File: config.mk
export PLATFORM = sky130hd
export DESIGN_NAME = script_source_lexer_top
export DESIGN_NICKNAME = d
export VERILOG_FILES = /design/src/rtl/core/ssl_pkg.sv /design/src/rtl/core/script_source_lexer_top.sv /design/src/rtl/core/ssl_front.sv /design/src/rtl/core/ssl_queue.sv /design/src/rtl/core/ssl_back.sv
export VERILOG_INCLUDE_DIRS = /design/src /design/src/rtl/core
export SDC_FILE = /design/constraint.sdc
export NUM_CORES = 1
export LEC_CHECK = 0
export BUFFER_PORTS_ARGS = -buffer_cell sky130_fd_sc_hd__buf_4
export CAP_MARGIN = 20
export CELL_PAD_IN_SITES_DETAIL_PLACEMENT = 1
export CELL_PAD_IN_SITES_GLOBAL_PLACEMENT = 1
export CORE_MARGIN = 8
export CORE_UTILIZATION = 56
export CTS_CLUSTER_DIAMETER = 80
export DETAILED_ROUTE_END_ITERATION = 16
export PLACE_DENSITY_LB_ADDON = 0.1
export SETUP_SLACK_MARGIN = 0.02
export SYNTH_ARGS = -nofsm -noshare
export SYNTH_HDL_FRONTEND = slang
export SYNTH_SLANG_ARGS = --single-unit
File: constraint.sdc
create_clock -name clk -period 8.5 [get_ports clk]
set_input_delay 0.425 -clock clk [delete_from_list [all_inputs] [get_ports clk]]
set_output_delay 0.425 -clock clk [all_outputs]
set_load 0.02 [all_outputs]
File: src/rtl/core/script_source_lexer_top_defines.svh
// Assertion helpers shared by the lexer queue and serialiser modules.
// Both expect clk and rst_n in the scope of the module that uses them.
`ifndef SCRIPT_SOURCE_LEXER_TOP_DEFINES_SVH
`define SCRIPT_SOURCE_LEXER_TOP_DEFINES_SVH

// Same-cycle implication, disabled while reset is held.
`define SSL_ASSERT_IMP(lbl, ante, cons, msg) \
  lbl: assert property (@(posedge clk) disable iff (!rst_n) (ante) |-> (cons)) \
    else $error(msg);

// Next-cycle implication, disabled while reset is held.
`define SSL_ASSERT_NXT(lbl, ante, cons, msg) \
  lbl: assert property (@(posedge clk) disable iff (!rst_n) (ante) |=> (cons)) \
    else $error(msg);

`endif

File: src/rtl/core/ssl_pkg.sv
package ssl_pkg;

  typedef enum logic [3:0] {
    MODE_IDLE  = 4'd0,
    MODE_OP    = 4'd1,
    MODE_SLASH = 4'd2,
    MODE_LINE  = 4'd3,
    MODE_BLOCK = 4'd4,
    MODE_BSTAR = 4'd5,
    MODE_STR   = 4'd6,
    MODE_ESC   = 4'd7,
    MODE_NUM   = 4'd8,
    MODE_WORD  = 4'd9
  } mode_t;

  localparam logic [5:0] KIND_LBRACKET = 6'd0;
  localparam logic [5:0] KIND_RBRACKET = 6'd1;
  localparam logic [5:0] KIND_LBRACE   = 6'd2;
  localparam logic [5:0] KIND_RBRACE   = 6'd3;
  localparam logic [5:0] KIND_LPAREN   = 6'd4;
  localparam logic [5:0] KIND_RPAREN   = 6'd5;
  localparam logic [5:0] KIND_DOT      = 6'd6;
  localparam logic [5:0] KIND_COLON    = 6'd7;
  localparam logic [5:0] KIND_SEMI     = 6'd8;
  localparam logic [5:0] KIND_PLUS     = 6'd9;
  localparam logic [5:0] KIND_MINUS    = 6'd11;
  localparam logic [5:0] KIND_ASSIGN   = 6'd13;
  localparam logic [5:0] KIND_SLASH    = 6'd15;
  localparam logic [5:0] KIND_STAR     = 6'd16;
  localparam logic [5:0] KIND_LESS     = 6'd17;
  localparam logic [5:0] KIND_GREATER  = 6'd19;
  localparam logic [5:0] KIND_BANG     = 6'd21;
  localparam logic [5:0] KIND_STRING   = 6'd23;
  localparam logic [5:0] KIND_INTEGER  = 6'd24;
  localparam logic [5:0] KIND_FLOAT    = 6'd25;
  localparam logic [5:0] KIND_KW_INT   = 6'd26;
  localparam logic [5:0] KIND_KW_STR   = 6'd27;
  localparam logic [5:0] KIND_KW_BOOL  = 6'd28;
  localparam logic [5:0] KIND_KW_VAR   = 6'd29;
  localparam logic [5:0] KIND_KW_TRUE  = 6'd30;
  localparam logic [5:0] KIND_KW_FALSE = 6'd31;
  localparam logic [5:0] KIND_SYMBOL   = 6'd32;
  localparam logic [5:0] KIND_EOF      = 6'd33;
  localparam logic [5:0] KIND_UNTERM   = 6'd34;

  localparam logic [7:0] CH_NEWLINE   = 8'h0A;
  localparam logic [7:0] CH_BANG      = 8'h21;
  localparam logic [7:0] CH_QUOTE     = 8'h22;
  localparam logic [7:0] CH_LPAREN    = 8'h28;
  localparam logic [7:0] CH_RPAREN    = 8'h29;
  localparam logic [7:0] CH_STAR      = 8'h2A;
  localparam logic [7:0] CH_PLUS      = 8'h2B;
  localparam logic [7:0] CH_MINUS     = 8'h2D;
  localparam logic [7:0] CH_DOT       = 8'h2E;
  localparam logic [7:0] CH_SLASH     = 8'h2F;
  localparam logic [7:0] CH_COLON     = 8'h3A;
  localparam logic [7:0] CH_SEMI      = 8'h3B;
  localparam logic [7:0] CH_LESS      = 8'h3C;
  localparam logic [7:0] CH_EQUAL     = 8'h3D;
  localparam logic [7:0] CH_GREATER   = 8'h3E;
  localparam logic [7:0] CH_LBRACKET  = 8'h5B;
  localparam logic [7:0] CH_BACKSLASH = 8'h5C;
  localparam logic [7:0] CH_RBRACKET  = 8'h5D;
  localparam logic [7:0] CH_UNDERSCORE = 8'h5F;
  localparam logic [7:0] CH_LBRACE    = 8'h7B;
  localparam logic [7:0] CH_RBRACE    = 8'h7D;

  // Keyword text, first character in the lowest byte.
  localparam logic [47:0] KW_INT   = 48'h0000_00746e69;
  localparam logic [47:0] KW_STR   = 48'h676e_69727473;
  localparam logic [47:0] KW_BOOL  = 48'h0000_6c6f6f62;
  localparam logic [47:0] KW_VAR   = 48'h0000_00726176;
  localparam logic [47:0] KW_TRUE  = 48'h0000_65757274;
  localparam logic [47:0] KW_FALSE = 48'h0065_736c6166;

  localparam int QPTR_W = 2;
  localparam int QDEPTH = 1 << QPTR_W;

  typedef struct packed {
    logic       is_text;
    logic [7:0] text_byte;
    logic [5:0] token_kind;
  } rec_t;

  typedef struct packed {
    logic [2:0]      count;
    rec_t [3:0]      recs;
  } bundle_t;

  typedef struct packed {
    logic [1:0] count;
    rec_t [1:0] recs;
    mode_t      mode;
    logic [7:0] pend;
  } start_t;

  function automatic rec_t text_rec(input logic [7:0] b);
    rec_t r;
    r.is_text    = 1'b1;
    r.text_byte  = b;
    r.token_kind = 6'd0;
    return r;
  endfunction

  function automatic rec_t end_rec(input logic [5:0] k);
    rec_t r;
    r.is_text    = 1'b0;
    r.text_byte  = 8'h00;
    r.token_kind = k;
    return r;
  endfunction

  function automatic logic is_digit(input logic [7:0] b);
    return (b >= 8'h30) && (b <= 8'h39);
  endfunction

  function automatic logic is_alpha(input logic [7:0] b);
    return ((b >= 8'h61) && (b <= 8'h7A)) || ((b >= 8'h41) && (b <= 8'h5A));
  endfunction

  function automatic logic [5:0] single_kind(input logic [7:0] p);
    logic [5:0] k;
    case (p)
      CH_PLUS:    k = KIND_PLUS;
      CH_MINUS:   k = KIND_MINUS;
      CH_EQUAL:   k = KIND_ASSIGN;
      CH_LESS:    k = KIND_LESS;
      CH_GREATER: k = KIND_GREATER;
      default:    k = KIND_BANG;
    endcase
    return k;
  endfunction

  // Bytes past the word length are always zero, so whole-word compares suffice.
  function automatic logic [5:0] word_kind(input logic [47:0] p, input logic [2:0] n);
    logic [5:0] k;
    k = KIND_SYMBOL;
    if (n == 3'd3 && p == KW_INT) k = KIND_KW_INT;
    if (n == 3'd6 && p == KW_STR) k = KIND_KW_STR;
    if (n == 3'd4 && p == KW_BOOL) k = KIND_KW_BOOL;
    if (n == 3'd3 && p == KW_VAR) k = KIND_KW_VAR;
    if (n == 3'd4 && p == KW_TRUE) k = KIND_KW_TRUE;
    if (n == 3'd5 && p == KW_FALSE) k = KIND_KW_FALSE;
    return k;
  endfunction

  // What a byte does when it arrives between tokens.
  function automatic start_t start_token(input logic [7:0] b);
    start_t     s;
    logic       punct;
    logic [5:0] pk;
    s       = '0;
    s.mode  = MODE_IDLE;
    punct   = 1'b1;
    pk      = KIND_LBRACKET;
    case (b)
      CH_LBRACKET: pk = KIND_LBRACKET;
      CH_RBRACKET: pk = KIND_RBRACKET;
      CH_LBRACE:   pk = KIND_LBRACE;
      CH_RBRACE:   pk = KIND_RBRACE;
      CH_LPAREN:   pk = KIND_LPAREN;
      CH_RPAREN:   pk = KIND_RPAREN;
      CH_DOT:      pk = KIND_DOT;
      CH_COLON:    pk = KIND_COLON;
      CH_SEMI:     pk = KIND_SEMI;
      CH_STAR:     pk = KIND_STAR;
      default:     punct = 1'b0;
    endcase
    if (punct) begin
      s.count   = 2'd2;
      s.recs[0] = text_rec(b);
      s.recs[1] = end_rec(pk);
    end else if (b == CH_PLUS || b == CH_MINUS || b == CH_EQUAL || b == CH_LESS ||
                 b == CH_GREATER || b == CH_BANG) begin
      s.count   = 2'd1;
      s.recs[0] = text_rec(b);
      s.mode    = MODE_OP;
      s.pend    = b;
    end else if (b == CH_SLASH) begin
      s.mode = MODE_SLASH;
    end else if (b == CH_QUOTE) begin
      s.mode = MODE_STR;
    end else if (is_digit(b)) begin
      s.count   = 2'd1;
      s.recs[0] = text_rec(b);
      s.mode    = MODE_NUM;
    end else if (is_alpha(b) || b == CH_UNDERSCORE) begin
      s.count   = 2'd1;
      s.recs[0] = text_rec(b);
      s.mode    = MODE_WORD;
    end
    return s;
  endfunction

endpackage

File: src/rtl/core/script_source_lexer_top.sv
// Streaming lexer: source bytes in, token records out.
// Input channel: in_tdata[7:0] carries one source byte, in_tlast marks end of
// input (the byte is then ignored, the open token is closed and an end-of-file
// record follows). Output channel: each record is either one token text byte
// (out_tuser high) or a token end record carrying the kind (out_tuser low);
// out_tlast marks the final record caused by one input transfer.
// One input transfer is taken per cycle while the four-entry bundle queue
// between the lexing front end and the record serialiser has room. Each input
// causes zero to four records, and the serialiser sends one record per cycle
// while the receiver is ready, so sustained input rate is one byte per cycle
// when each byte causes at most one record; longer bursts drain at one record
// per cycle from the queue. With the queue empty and the output register free,
// the first record of an input goes into the queue at its transfer and then
// into the output register, which drives out_tvalid. When the receiver stalls,
// the output register holds its record, the queue fills and then in_tready
// falls; nothing is dropped.
// Reset (rst_n low, synchronous) returns the lexer to idle between tokens,
// empties the queue and clears out_tvalid.
module script_source_lexer_top (
  input  logic        clk,
  input  logic        rst_n,
  input  logic        in_tvalid,
  output logic        in_tready,
  input  logic [7:0]  in_tdata,   // [7:0] source_byte
  input  logic        in_tlast,   // end_of_input
  output logic        out_tvalid,
  input  logic        out_tready,
  output logic [15:0] out_tdata,  // [7:0] text_byte, [13:8] token_kind, rest zero
  output logic        out_tuser,  // is_text
  output logic        out_tlast   // last_of_run
);
  import ssl_pkg::*;

  logic    accept;
  bundle_t bundle;
  bundle_t head;
  logic    head_valid;
  logic    full;
  logic    pop;
  rec_t    rec;

  assign in_tready = !full;
  assign accept    = in_tvalid && in_tready;

  ssl_front u_front (
    .clk     (clk),
    .rst_n   (rst_n),
    .accept  (accept),
    .in_byte (in_tdata),
    .in_end  (in_tlast),
    .bundle  (bundle)
  );

  ssl_queue u_queue (
    .clk        (clk),
    .rst_n      (rst_n),
    .push       (accept && (bundle.count != 3'd0)),
    .push_data  (bundle),
    .pop        (pop),
    .head       (head),
    .head_valid (head_valid),
    .full       (full)
  );

  ssl_back u_back (
    .clk        (clk),
    .rst_n      (rst_n),
    .head       (head),
    .head_valid (head_valid),
    .pop        (pop),
    .out_ready  (out_tready),
    .out_valid  (out_tvalid),
    .out_rec    (rec),
    .out_last   (out_tlast)
  );

  assign out_tdata = {2'b00, rec.token_kind, rec.text_byte};
  assign out_tuser = rec.is_text;

endmodule

File: src/rtl/core/ssl_front.sv
module ssl_front (
  input  logic             clk,
  input  logic             rst_n,
  input  logic             accept,
  input  logic [7:0]       in_byte,
  input  logic             in_end,
  output ssl_pkg::bundle_t bundle
);
  import ssl_pkg::*;

  mode_t       mode_r, mode_nxt;
  logic [7:0]  pend_r, pend_nxt;
  logic        point_r, point_nxt;
  logic [47:0] prefix_r, prefix_nxt;
  logic [2:0]  len_r, len_nxt;

  logic [1:0]  pre_n;
  rec_t [1:0]  pre;
  logic [1:0]  tail_n;
  rec_t [1:0]  tail;
  logic        use_start;
  logic        go_idle;
  logic        word_add;
  logic [7:0]  second;
  start_t      st;

  always_comb begin
    st         = start_token(in_byte);
    pre_n      = 2'd0;
    pre        = '0;
    use_start  = 1'b0;
    go_idle    = 1'b0;
    word_add   = 1'b0;
    mode_nxt   = mode_r;
    pend_nxt   = pend_r;
    point_nxt  = point_r;
    prefix_nxt = prefix_r;
    len_nxt    = len_r;
    second     = (pend_r == CH_PLUS || pend_r == CH_MINUS || pend_r == CH_EQUAL) ?
                 pend_r : CH_EQUAL;

    if (in_end) begin
      go_idle = 1'b1;
      case (mode_r)
        MODE_OP: begin
          pre_n  = 2'd1;
          pre[0] = end_rec(single_kind(pend_r));
        end
        MODE_SLASH: begin
          pre_n  = 2'd2;
          pre[0] = text_rec(CH_SLASH);
          pre[1] = end_rec(KIND_SLASH);
        end
        MODE_STR, MODE_ESC: begin
          pre_n  = 2'd1;
          pre[0] = end_rec(KIND_UNTERM);
        end
        MODE_NUM: begin
          pre_n  = 2'd1;
          pre[0] = end_rec(point_r ? KIND_FLOAT : KIND_INTEGER);
        end
        MODE_WORD: begin
          pre_n  = 2'd1;
          pre[0] = end_rec(word_kind(prefix_r, len_r));
        end
        default: ;
      endcase
    end else begin
      case (mode_r)
        MODE_OP: begin
          go_idle = 1'b1;
          if (in_byte == second) begin
            pre_n  = 2'd2;
            pre[0] = text_rec(in_byte);
            pre[1] = end_rec(single_kind(pend_r) + 6'd1);
          end else begin
            pre_n     = 2'd1;
            pre[0]    = end_rec(single_kind(pend_r));
            use_start = 1'b1;
          end
        end
        MODE_SLASH: begin
          if (in_byte == CH_SLASH) begin
            mode_nxt = MODE_LINE;
          end else if (in_byte == CH_STAR) begin
            mode_nxt = MODE_BLOCK;
          end else begin
            pre_n     = 2'd2;
            pre[0]    = text_rec(CH_SLASH);
            pre[1]    = end_rec(KIND_SLASH);
            go_idle   = 1'b1;
            use_start = 1'b1;
          end
        end
        MODE_LINE: begin
          if (in_byte == CH_NEWLINE) go_idle = 1'b1;
        end
        MODE_BLOCK: begin
          if (in_byte == CH_STAR) mode_nxt = MODE_BSTAR;
        end
        MODE_BSTAR: begin
          if (in_byte == CH_SLASH) go_idle = 1'b1;
          else if (in_byte != CH_STAR) mode_nxt = MODE_BLOCK;
        end
        MODE_STR: begin
          if (in_byte == CH_QUOTE) begin
            pre_n   = 2'd1;
            pre[0]  = end_rec(KIND_STRING);
            go_idle = 1'b1;
          end else if (in_byte == CH_BACKSLASH) begin
            mode_nxt = MODE_ESC;
          end else if (in_byte == CH_NEWLINE) begin
            pre_n   = 2'd1;
            pre[0]  = end_rec(KIND_UNTERM);
            go_idle = 1'b1;
          end else begin
            pre_n  = 2'd1;
            pre[0] = text_rec(in_byte);
          end
        end
        MODE_ESC: begin
          pre_n = 2'd1;
          if (in_byte == CH_NEWLINE) begin
            pre[0]  = end_rec(KIND_UNTERM);
            go_idle = 1'b1;
          end else begin
            pre[0]   = text_rec(in_byte);
            mode_nxt = MODE_STR;
          end
        end
        MODE_NUM: begin
          pre_n = 2'd1;
          if (is_digit(in_byte)) begin
            pre[0] = text_rec(in_byte);
          end else if (in_byte == CH_DOT && !point_r) begin
            pre[0]    = text_rec(in_byte);
            point_nxt = 1'b1;
          end else begin
            pre[0]    = end_rec(point_r ? KIND_FLOAT : KIND_INTEGER);
            go_idle   = 1'b1;
            use_start = 1'b1;
          end
        end
        MODE_WORD: begin
          pre_n = 2'd1;
          if (is_alpha(in_byte) || is_digit(in_byte) || in_byte == CH_UNDERSCORE) begin
            pre[0]   = text_rec(in_byte);
            word_add = 1'b1;
          end else begin
            pre[0]    = end_rec(word_kind(prefix_r, len_r));
            go_idle   = 1'b1;
            use_start = 1'b1;
          end
        end
        default: begin
          go_idle   = 1'b1;
          use_start = 1'b1;
        end
      endcase
    end

    if (word_add) begin
      for (int i = 0; i < 6; i++) begin
        if (len_r == 3'(i)) prefix_nxt[8*i +: 8] = in_byte;
      end
      if (len_r != 3'd7) len_nxt = len_r + 3'd1;
    end

    if (go_idle) begin
      mode_nxt   = MODE_IDLE;
      pend_nxt   = 8'h00;
      point_nxt  = 1'b0;
      prefix_nxt = '0;
      len_nxt    = 3'd0;
    end

    // The start of a new token overrides the idle state set above.
    tail_n = 2'd0;
    tail   = '0;
    if (in_end) begin
      tail_n  = 2'd1;
      tail[0] = end_rec(KIND_EOF);
    end else if (use_start) begin
      tail_n   = st.count;
      tail     = st.recs;
      mode_nxt = st.mode;
      pend_nxt = st.pend;
      if (st.mode == MODE_WORD) begin
        prefix_nxt = {40'd0, in_byte};
        len_nxt    = 3'd1;
      end
    end

    bundle.count = {1'b0, pre_n} + {1'b0, tail_n};
    bundle.recs  = '0;
    case (pre_n)
      2'd0: begin
        bundle.recs[0] = tail[0];
        bundle.recs[1] = tail[1];
      end
      2'd1: begin
        bundle.recs[0] = pre[0];
        bundle.recs[1] = tail[0];
        bundle.recs[2] = tail[1];
      end
      default: begin
        bundle.recs[0] = pre[0];
        bundle.recs[1] = pre[1];
        bundle.recs[2] = tail[0];
        bundle.recs[3] = tail[1];
      end
    endcase
  end

  always_ff @(posedge clk) begin
    if (!rst_n) begin
      mode_r   <= MODE_IDLE;
      pend_r   <= 8'h00;
      point_r  <= 1'b0;
      prefix_r <= '0;
      len_r    <= 3'd0;
    end else if (accept) begin
      mode_r   <= mode_nxt;
      pend_r   <= pend_nxt;
      point_r  <= point_nxt;
      prefix_r <= prefix_nxt;
      len_r    <= len_nxt;
    end
  end

endmodule

File: src/rtl/core/ssl_queue.sv
`include "script_source_lexer_top_defines.svh"

module ssl_queue (
  input  logic             clk,
  input  logic             rst_n,
  input  logic             push,
  input  ssl_pkg::bundle_t push_data,
  input  logic             pop,
  output ssl_pkg::bundle_t head,
  output logic             head_valid,
  output logic             full
);
  import ssl_pkg::*;

  bundle_t             q_r [QDEPTH];
  logic [QPTR_W-1:0]   wr_r;
  logic [QPTR_W-1:0]   rd_r;
  logic [QPTR_W:0]     count_r;

  assign head       = q_r[rd_r];
  assign head_valid = (count_r != '0);
  assign full       = (count_r == (QPTR_W+1)'(QDEPTH));

  always_ff @(posedge clk) begin
    if (push) q_r[wr_r] <= push_data;
  end

  always_ff @(posedge clk) begin
    if (!rst_n) begin
      wr_r    <= '0;
      rd_r    <= '0;
      count_r <= '0;
    end else begin
      if (push) wr_r <= wr_r + 1'b1;
      if (pop) rd_r <= rd_r + 1'b1;
      case ({push, pop})
        2'b10:   count_r <= count_r + 1'b1;
        2'b01:   count_r <= count_r - 1'b1;
        default: ;
      endcase
    end
  end

  `SSL_ASSERT_IMP(a_no_push_full, push, !full, "bundle written into a full queue")
  `SSL_ASSERT_IMP(a_no_pop_empty, pop, head_valid, "bundle taken from an empty queue")
  `SSL_ASSERT_NXT(a_count_up, push && !pop, count_r == $past(count_r) + 1'b1,
                  "queue fill level did not rise on a lone write")

endmodule

File: src/rtl/core/ssl_back.sv
`include "script_source_lexer_top_defines.svh"

module ssl_back (
  input  logic             clk,
  input  logic             rst_n,
  input  ssl_pkg::bundle_t head,
  input  logic             head_valid,
  output logic             pop,
  input  logic             out_ready,
  output logic             out_valid,
  output ssl_pkg::rec_t    out_rec,
  output logic             out_last
);
  import ssl_pkg::*;

  logic [1:0] idx_r;
  logic       valid_r;
  rec_t       rec_r;
  logic       last_r;
  logic       load;
  logic       at_last;

  assign load    = head_valid && (!valid_r || out_ready);
  assign at_last = ({1'b0, idx_r} + 3'd1) == head.count;
  assign pop     = load && at_last;

  assign out_valid = valid_r;
  assign out_rec   = rec_r;
  assign out_last  = last_r;

  always_ff @(posedge clk) begin
    if (!rst_n) begin
      valid_r <= 1'b0;
      idx_r   <= 2'd0;
    end else if (load) begin
      valid_r <= 1'b1;
      idx_r   <= at_last ? 2'd0 : idx_r + 2'd1;
    end else if (out_ready) begin
      valid_r <= 1'b0;
    end
  end

  always_ff @(posedge clk) begin
    if (load) begin
      rec_r  <= head.recs[idx_r];
      last_r <= at_last;
    end
  end

  `SSL_ASSERT_IMP(a_mid_bundle_head, idx_r != 2'd0, head_valid,
                  "bundle left the queue before all its records were sent")
  `SSL_ASSERT_IMP(a_idx_in_range, head_valid, {1'b0, idx_r} < head.count,
                  "record index beyond the bundle's record count")
  `SSL_ASSERT_NXT(a_hold_on_stall, valid_r && !out_ready,
                  valid_r && rec_r == $past(rec_r) && last_r == $past(last_r),
                  "output record changed while the receiver stalled")

endmodule

==> key figures, run 1 <==
Synth
  • Mux share of post-synthesis cell area: 0.1010
  • Async S/R FF share, synth: 0
  • Mapped Avg Cell Area: ~13 um^2
  • Number of synthesized flops with an enable pin: about 230
  • Gate count of the mapped netlist: around 1100
  • Ys flop type: edfxtp_1
  • Adder-Cell Fraction of Synth Area: 0.01345
  • Ys Warns: 0
  • Post-Synth XOR/XNOR Area: 0.007432
  • Mapped cell area: about 14000 um^2
  • Compound-cell area share of the yosys netlist: 0.1145
  • Sequential share of the synthesized area: 0.5918
  • Simple-gate share of the synthesized area: 0.1432
  • Unique masters post-synth: between 90 and 100
  • Synthesized flop and latch total: around 300
  • Main combinational cell family by area after synthesis: simple AND/OR/NAND/NOR gates

Power
  • Pwr Density: approximately 240 nW/um^2
  • Peak VDD IR: 0.2130 mV
  • Leak: approximately 5.1 nW

Clocking
  • TritonCTS clock tree: built
  • CTS Buffer Depth: 3
  • Hold_buf cts: 0
  • Num CTS Buffers: 31
  • Clk_lat worst skew: 570 ps
  • Post-CTS Repair Setup Buffers: 0
  • Post-cts resize count: 0
  • Clock H-tree levels: 1
  • CTS clk-pin slew, worst paths: 60 ps
  • CTS root buf: clkbuf_16
  • Clock Sink Count: a little over 300

STA
  • Crit path time final: a little under 6000 ps
  • Worst-Margin Slew: roughly 1200 ps
  • Worst Clk Skew: approximately 18 ps
  • Final setup TNS: 0 ps
  • Fmax achieved: roughly 170 MHz
  • RSZ-0062 raised after global routing: false
  • Final Hold Violating Endpoints: 0
  • Period Utilization, post-route: 0.6849
  • Final hold slack: roughly 130 ps
  • Rel. slew slack: 0.1765
  • Worst setup margin: roughly 2700 ps
  • Final setup viols: 0
  • Slew Limit Fails: 0

Final layout
  • Post-route cell area: roughly 16000 um^2
  • Post-route core utilization: 0.6277
  • Area grow syn2layout: 10.81%
  • Share of post-route cells with drive strength above 1: 0.1601
  • Most common cell after layout, fill and taps aside: edfxtp_1
  • Ant. Diodes: 0
  • Fin nets: between 1000 and 1500
  • Most frequent cells in the layout: 228 x edfxtp_1, 74 x dfxtp_1, 64 x nor2_1
  • Fill cells: around 2400

Placed design
  • Setup WS pre-CTS: about 2800 ps
  • Buffers added on ports: 30
  • Dpl hpwl: between 20000 and 30000 um
  • GPL Wtd Cong: between 0.9 and 1
  • Post-DP Area: roughly 15000 um^2

Die
  • Number of I/O pins: 33
  • Total core area: 24960 um^2
  • Die Footprint: approximately 30000 um^2
  • Die H: 174.9 um
  • Die X: 174.9 um
  • FP Rows: 58
  • Effective utilization at floorplan: 0.5665

Critical path
  • Worst setup EP type: flop
  • Kind of start point of the critical path: flop
  • CP Class: flop to flop
  • Crit path required time: 8700 ps
  • Critical Path AT: ~6000 ps
  • CP Max Fanout: 31

Route
  • Post-route ant nets: 0
  • Post-route DRC: 0
  • Final WL: about 44000 um
  • Pre-antenna DRT Iters: 5
  • WL/cell: a little over 30 um
  • DRT iter0 DRCs: about 1600
  • Via count: between 10000 and 15000
  • Vias per cell: about 7

Global route
  • First-pass GRT wire length: 67050 um
  • Grt total ovfl: 0
  • Gr usage total: 0.2845
  • Vias in the first global route: 10421
  • Pin count of the biggest net entering global routing: 54
  • Initial antenna violation count: 0

Min path
  • HP Class: input pin to flop

Flow run
  • Max-cap violations: 0

Run status
  • Status: finished, final reports clean
==> through the flow <==
step	power [W]	std cells
2_1_floorplan	0.002235	1077
3_3_place_gp	0.002437	1391
3_5_place_dp	0.002464	1391
4_1_cts	0.003787	1448
5_1_grt	0.003880	1448
6_report	0.003774	1448
==> cell families (layout without fill, tap and decap cells) <==
| group | count (synthesis) | count (layout) |
|---|---|---|
| buffers and inverters | 101 | 142 |
| other | 1 | 14 |
| adders and majority gates | 14 | 14 |
| xor gates and xnor gates | 12 | 12 |
| muxes | 70 | 70 |
| and+or+nand+nor | 344 | 344 |
| AOI/OAI and AO/OA | 218 | 218 |
| DFF | 304 | 304 |
==> worst max-delay path, stage by stage, from the launching register on <==
cell and delay [ps]:
dfxtp_1 350, nor4bb_1 890, nand4_1 290, a221oi_1 590
nor2_1 290, nor2_1 340, o21ai_0 160, ha_1 240
fa_1 600, nor3_1 70, nor2_1 390, and2_2 650
buf_4 560
==> registers in the layout (all words and copies together), names as in the netlist, named ones only <==
| signal | cells |
|---|---|
| u_queue.rd_r | 2 |
| u_queue.count_r | 3 |
| u_back.idx_r | 2 |
| u_queue.q_r | 212 |
| u_front.pend_r | 8 |
| u_front.mode_r | 4 |
| u_back.out_valid | 1 |
| u_front.prefix_r | 48 |
| u_front.len_r | 3 |
| u_queue.wr_r | 2 |
| u_back.out_rec | 15 |
| u_front.point_r | 1 |
| u_back.out_last | 1 |
==> Yosys cell counts, types with 5 or more instances <==
library cell | instances | share of area
o211ai_1 | 9 | 0.0048
o32ai_1 | 6 | 0.0037
buf_2 | 6 | 0.0021
o21a_1 | 11 | 0.0058
nor2b_1 | 6 | 0.0027
nor4bb_1 | 12 | 0.0085
nand2_1 | 57 | 0.015
xor2_1 | 6 | 0.0037
nand3_1 | 16 | 0.0057
nand4b_1 | 5 | 0.0031
or3_1 | 8 | 0.0035
or4_1 | 7 | 0.0037
ha_1 | 12 | 0.011
nand4_1 | 23 | 0.010
a211oi_1 | 11 | 0.0058
o21ai_0 | 22 | 0.0078
a32o_1 | 8 | 0.0057
a21oi_1 | 32 | 0.011
buf_1 | 5 | 0.0013
a31oi_1 | 17 | 0.0075
inv_1 | 36 | 0.0096
o221ai_1 | 5 | 0.0031
nor2_1 | 64 | 0.017
and2_1 | 25 | 0.011
xnor2_1 | 6 | 0.0037
nor3_1 | 38 | 0.013
a21o_1 | 7 | 0.0037
mux2i_1 | 11 | 0.0078
o2bb2ai_1 | 34 | 0.021
mux4_2 | 58 | 0.092
dfxtp_1 | 76 | 0.11
o22ai_1 | 16 | 0.0071
nand3b_1 | 5 | 0.0027
edfxtp_1 | 228 | 0.48
nand2b_1 | 5 | 0.0022
and4b_1 | 7 | 0.0050
and4_1 | 6 | 0.0037
or2_2 | 6 | 0.0027
nor4_1 | 14 | 0.0062
clkbuf_1 | 51 | 0.014
nor4b_1 | 9 | 0.0056
==> worst paths after layout <==
path                  startpoint                  end  slack (ps)  cells after the start
max            u_front.pend_r[5]   u_queue.q_r[3][22]        2680                     12
min                   out_tready     u_back.out_valid         130                      4
max reg2reg    u_front.pend_r[5]   u_queue.q_r[3][22]        2680                     12
min reg2reg  u_front.prefix_r[7]  u_front.prefix_r[7]         440                      2
==> layout make-up <==
| type | instances | area [um^2] | share of cell area |
|---|---|---|---|
| clock buffers | 34 | 787.0 | 0.05022 |
| flip-flops and latches | 304 | 8373 | 0.5343 |
| multi-input cells | 672 | 5425 | 0.3462 |
| well taps | 330 | 412.9 | 0.02635 |
| clock inverters | 23 | 168.9 | 0.01078 |
| inverters | 36 | 135.1 | 0.008623 |
| repair buffers | 49 | 367.9 | 0.02347 |
==> report_power, final <==
group | total, W | switching, W | internal (W)
logic | 0.000667 | 0.000406 | 0.000261
registers | 0.00178 | 0.0000477 | 0.00173
clock network | 0.00133 | 0.000602 | 0.000725
total | 0.00377 | 0.00106 | 0.00272
==> metal layers <==
metal	vias up	part of all wire	track usage
li1	4297	-	-
met2	624	0.47	0.4483
met4	0	0.033	0.09325
met3	127	0.089	0.05526
met5	-	0	0
met1	5138	0.41	0.3926
No activity file was read; power rests on OpenSTA's default activity.
==> inputs of run 2 (changes only) <==
Settings changed: CORE_UTILIZATION 56 to 47.
Clock period 8.5 ns to 4.7 ns, I/O delays scaled along.
==> run 2 against run 1 <==
Net effect: combinational power is 81% higher; global-route usage is 5.7 points lower; cell count grew 7.2%; critical path type unchanged; worst setup slack worse by 2400 ps; clock power rose by 93%.
==> key figures, run 2 (same netlist as run 1, synthesis figures left out) <==
Run status
  • Status: finished, final reports clean

Route
  • DRT iter0 DRCs: 873 (-44%)
  • Vias per cell: 6.276 (-11%)
  • WL/cell: 26.43 um (-13%)
  • Pre-antenna DRT Iters: 5 (unchanged)
  • Via count: 9740 (-4.4%)
  • Final WL: 41020 um (-6.5%)
  • Post-route ant nets: 0 (unchanged)
  • Post-route DRC: 0 (unchanged)

Global route
  • Vias in the first global route: 9928 (-4.7%)
  • Initial antenna violation count: 0 (unchanged)
  • Pin count of the biggest net entering global routing: 51 (-5.6%)
  • Gr usage total: 0.2274 (-0.05708)
  • Grt total ovfl: 0 (unchanged)
  • First-pass GRT wire length: 62830 um (-6.3%)

STA
  • Final hold slack: 25.07 ps (-102.1 ps)
  • Final Hold Violating Endpoints: 0 (unchanged)
  • Crit path time final: 4469 ps (-1353 ps)
  • Rel. slew slack: 0.4011 (+0.2245)
  • Final setup TNS: 0 ps (unchanged)
  • Final setup viols: 0 (unchanged)
  • Worst Clk Skew: 20.16 ps (+2.023 ps)
  • Slew Limit Fails: 0 (unchanged)
  • Worst-Margin Slew: 897.4 ps (-322.3 ps)
  • RSZ-0062 raised after global routing: false
  • Period Utilization, post-route: 0.9508 (+0.2660)
  • Fmax achieved: 223.8 MHz (+30%)

Clocking
  • Clock H-tree levels: 2 (+1)
  • Clk_lat worst skew: 520 ps (-50 ps)
  • Post-CTS Repair Setup Buffers: 0 (unchanged)
  • CTS Buffer Depth: 3 (unchanged)
  • Clock Sink Count: 304 (unchanged)
  • TritonCTS clock tree: built
  • CTS root buf: clkbuf_16
  • CTS clk-pin slew, worst paths: 60 ps (about the same)
  • Num CTS Buffers: 34 (+9.7%)

Power
  • Combinational share of power: 0.173 (-0.004)
  • Pwr Density: 429.7 nW/um^2 (+78%)
  • Sw Pwr: 0.001851 W (+75%)
  • Switching share of power: 0.2648 (-0.01478)
  • Seq pwr share: 0.460 (-0.012)
  • Peak VDD IR: 0.2904 mV (+36%)
  • Power Internal: 0.005139 W (+89%)
  • Leak: 5.393 nW (+5.6%)
  • Clock network power share: 0.367 (+0.015)

Critical path
  • Kind of start point of the critical path: flop
  • Reg2Reg Depth: 18 (+6)
  • Reg2reg end: u_queue.count_r[2]
  • CP Class: flop to flop
  • Crit path required time: 5140 ps (-3560 ps)
  • CP Max Fanout: 7 (-77%)
  • Critical Path AT: 4900 ps (-1120 ps)
  • Critical path launch point: u_front.pend_r[4]
  • FF-to-FF Start: u_front.pend_r[4]
  • Worst Setup EP: u_queue.count_r[2]
  • Worst setup EP type: flop
  • Slack of the worst reg-to-reg path: 230 ps (-2450 ps)

Die
  • FP Rows: 63 (+8.6%)
  • Effective utilization at floorplan: 0.4771 (-0.08934)
  • Die H: 189.5 um (+8.3%)
  • Total core area: 29640 um^2 (+19%)
  • Die Footprint: 35890 um^2 (+17%)
  • Die X: 189.5 um (+8.3%)
  • Number of I/O pins: 33 (unchanged)

Min path
  • HP Class: input pin to flop

Final layout
  • Area grow syn2layout: 15.03%
  • Ant. Diodes: 0 (unchanged)
  • Largest Register: u_queue.q_r
  • Max FFs per register: 212 (unchanged)
  • Fin nets: 1163 (+3.7%)
  • Most common cell after layout, fill and taps aside: edfxtp_1
  • Share of post-route cells with drive strength above 1: 0.1945 (+0.03438)
  • Most frequent cells in the layout: 228 x edfxtp_1, 80 x buf_4, 72 x dfxtp_1

Placed design
  • GPL Wtd Cong: 0.9540 (about the same)
  • Buffers added on ports: 30 (unchanged)
  • Dpl hpwl: 28820 um (+3.9%)

Flow run
  • Max-cap violations: 0 (unchanged)
## run 2: cell count changes in the layout (fill, tap and decap cells not counted), moves of 2 or more
cell           change
buf_4             +31
clkbuf_1           +7
clkinv_1           -7
buf_12             +6
clkbuf_16          +3
clkbuf_8           +3
clkinvlp_2         -3
clkinv_2           +2
dfxtp_1            -2
dfxtp_2            +2
dlygate4sd3_1      +2
nor4bb_1           -2
## run 2: power by group through the flow
| stage | clock network (W) | registers, W | logic [W] |
|---|---|---|---|
| after detailed placement | 0 | 0.00328 | 0.00122 |
| after global placement | 0 | 0.00327 | 0.00120 |
| after floorplan | 0 | 0.00333 | 0.000707 |
| after CTS | 0.00262 | 0.00322 | 0.00123 |
| after global routing | 0.00271 | 0.00324 | 0.00131 |
| final | 0.00257 | 0.00322 | 0.00121 |
## run 2: worst min path at each step
| stage | from | endpoint | cells past startpoint |
|---|---|---|---|
| 5_1_grt | in_tdata[6] | u_front.prefix_r[46] | 2 |
| 6_report | in_tdata[6] | u_front.prefix_r[46] | 2 |
| 3_3_place_gp | u_front.prefix_r[7] | u_front.prefix_r[7] | 2 |
| 2_1_floorplan | out_tready | u_back.out_valid | 3 |
| 3_5_place_dp | u_front.prefix_r[7] | u_front.prefix_r[7] | 2 |
| 4_1_cts | in_tdata[6] | u_front.prefix_r[46] | 2 |
## run 2: metrics by stage
step             util  total power [W]  setup slack [ps]  cells  area, um^2
2_1_floorplan       -         0.004039             156.9   1077       14190
3_3_place_gp   0.5109         0.004466             329.9   1488       15140
3_5_place_dp   0.5109         0.004498             159.8   1488       15140
4_1_cts        0.5478         0.007072             79.22   1552       16240
5_1_grt        0.5488         0.007257             34.39   1552       16270
6_report       0.5488         0.006990             231.0   1552       16270
## run 2: per-layer routing
layer | global-route usage | routed length, um | vias to the layer above
li1 | - | - | 4379
met5 | 0 | 0 | -
met3 | 0.03550 | 2352 | 60
met1 | 0.3203 | 18340 | 5003
met4 | 0.05622 | 905 | 0
met2 | 0.3646 | 19410 | 298
## run 2: final cells by class
cell class              count  area (um^2)
flip-flops and latches    304         8376
well taps                 390        488.0
repair buffers             88        740.7
multi-input cells         672         5453
clock inverters            15        145.1
clock buffers              47        929.6
inverters                  36        135.1
fillers                  2991        13370
## run 2: what timing repair did
action	in CTS	in global routing
gates resized for setup	0	7
endpoints found under the hold margin	2	0
setup endpoints to repair	0	2
hold buffers	2	0
## run 2: worst max-delay path: stages (launching register included)
cell and delay, ps:
dfxtp_1 380, nand2b_1 250, or4_1 550, a221oi_2 260
buf_4 180, nor2_1 80, nor2_1 160, o21ai_0 130
ha_1 240, fa_1 480, nor3_1 180, nor2_1 80
inv_1 100, ha_1 170, inv_1 70, fa_1 430
xor2_1 160, or3_1 320, a21oi_1 150
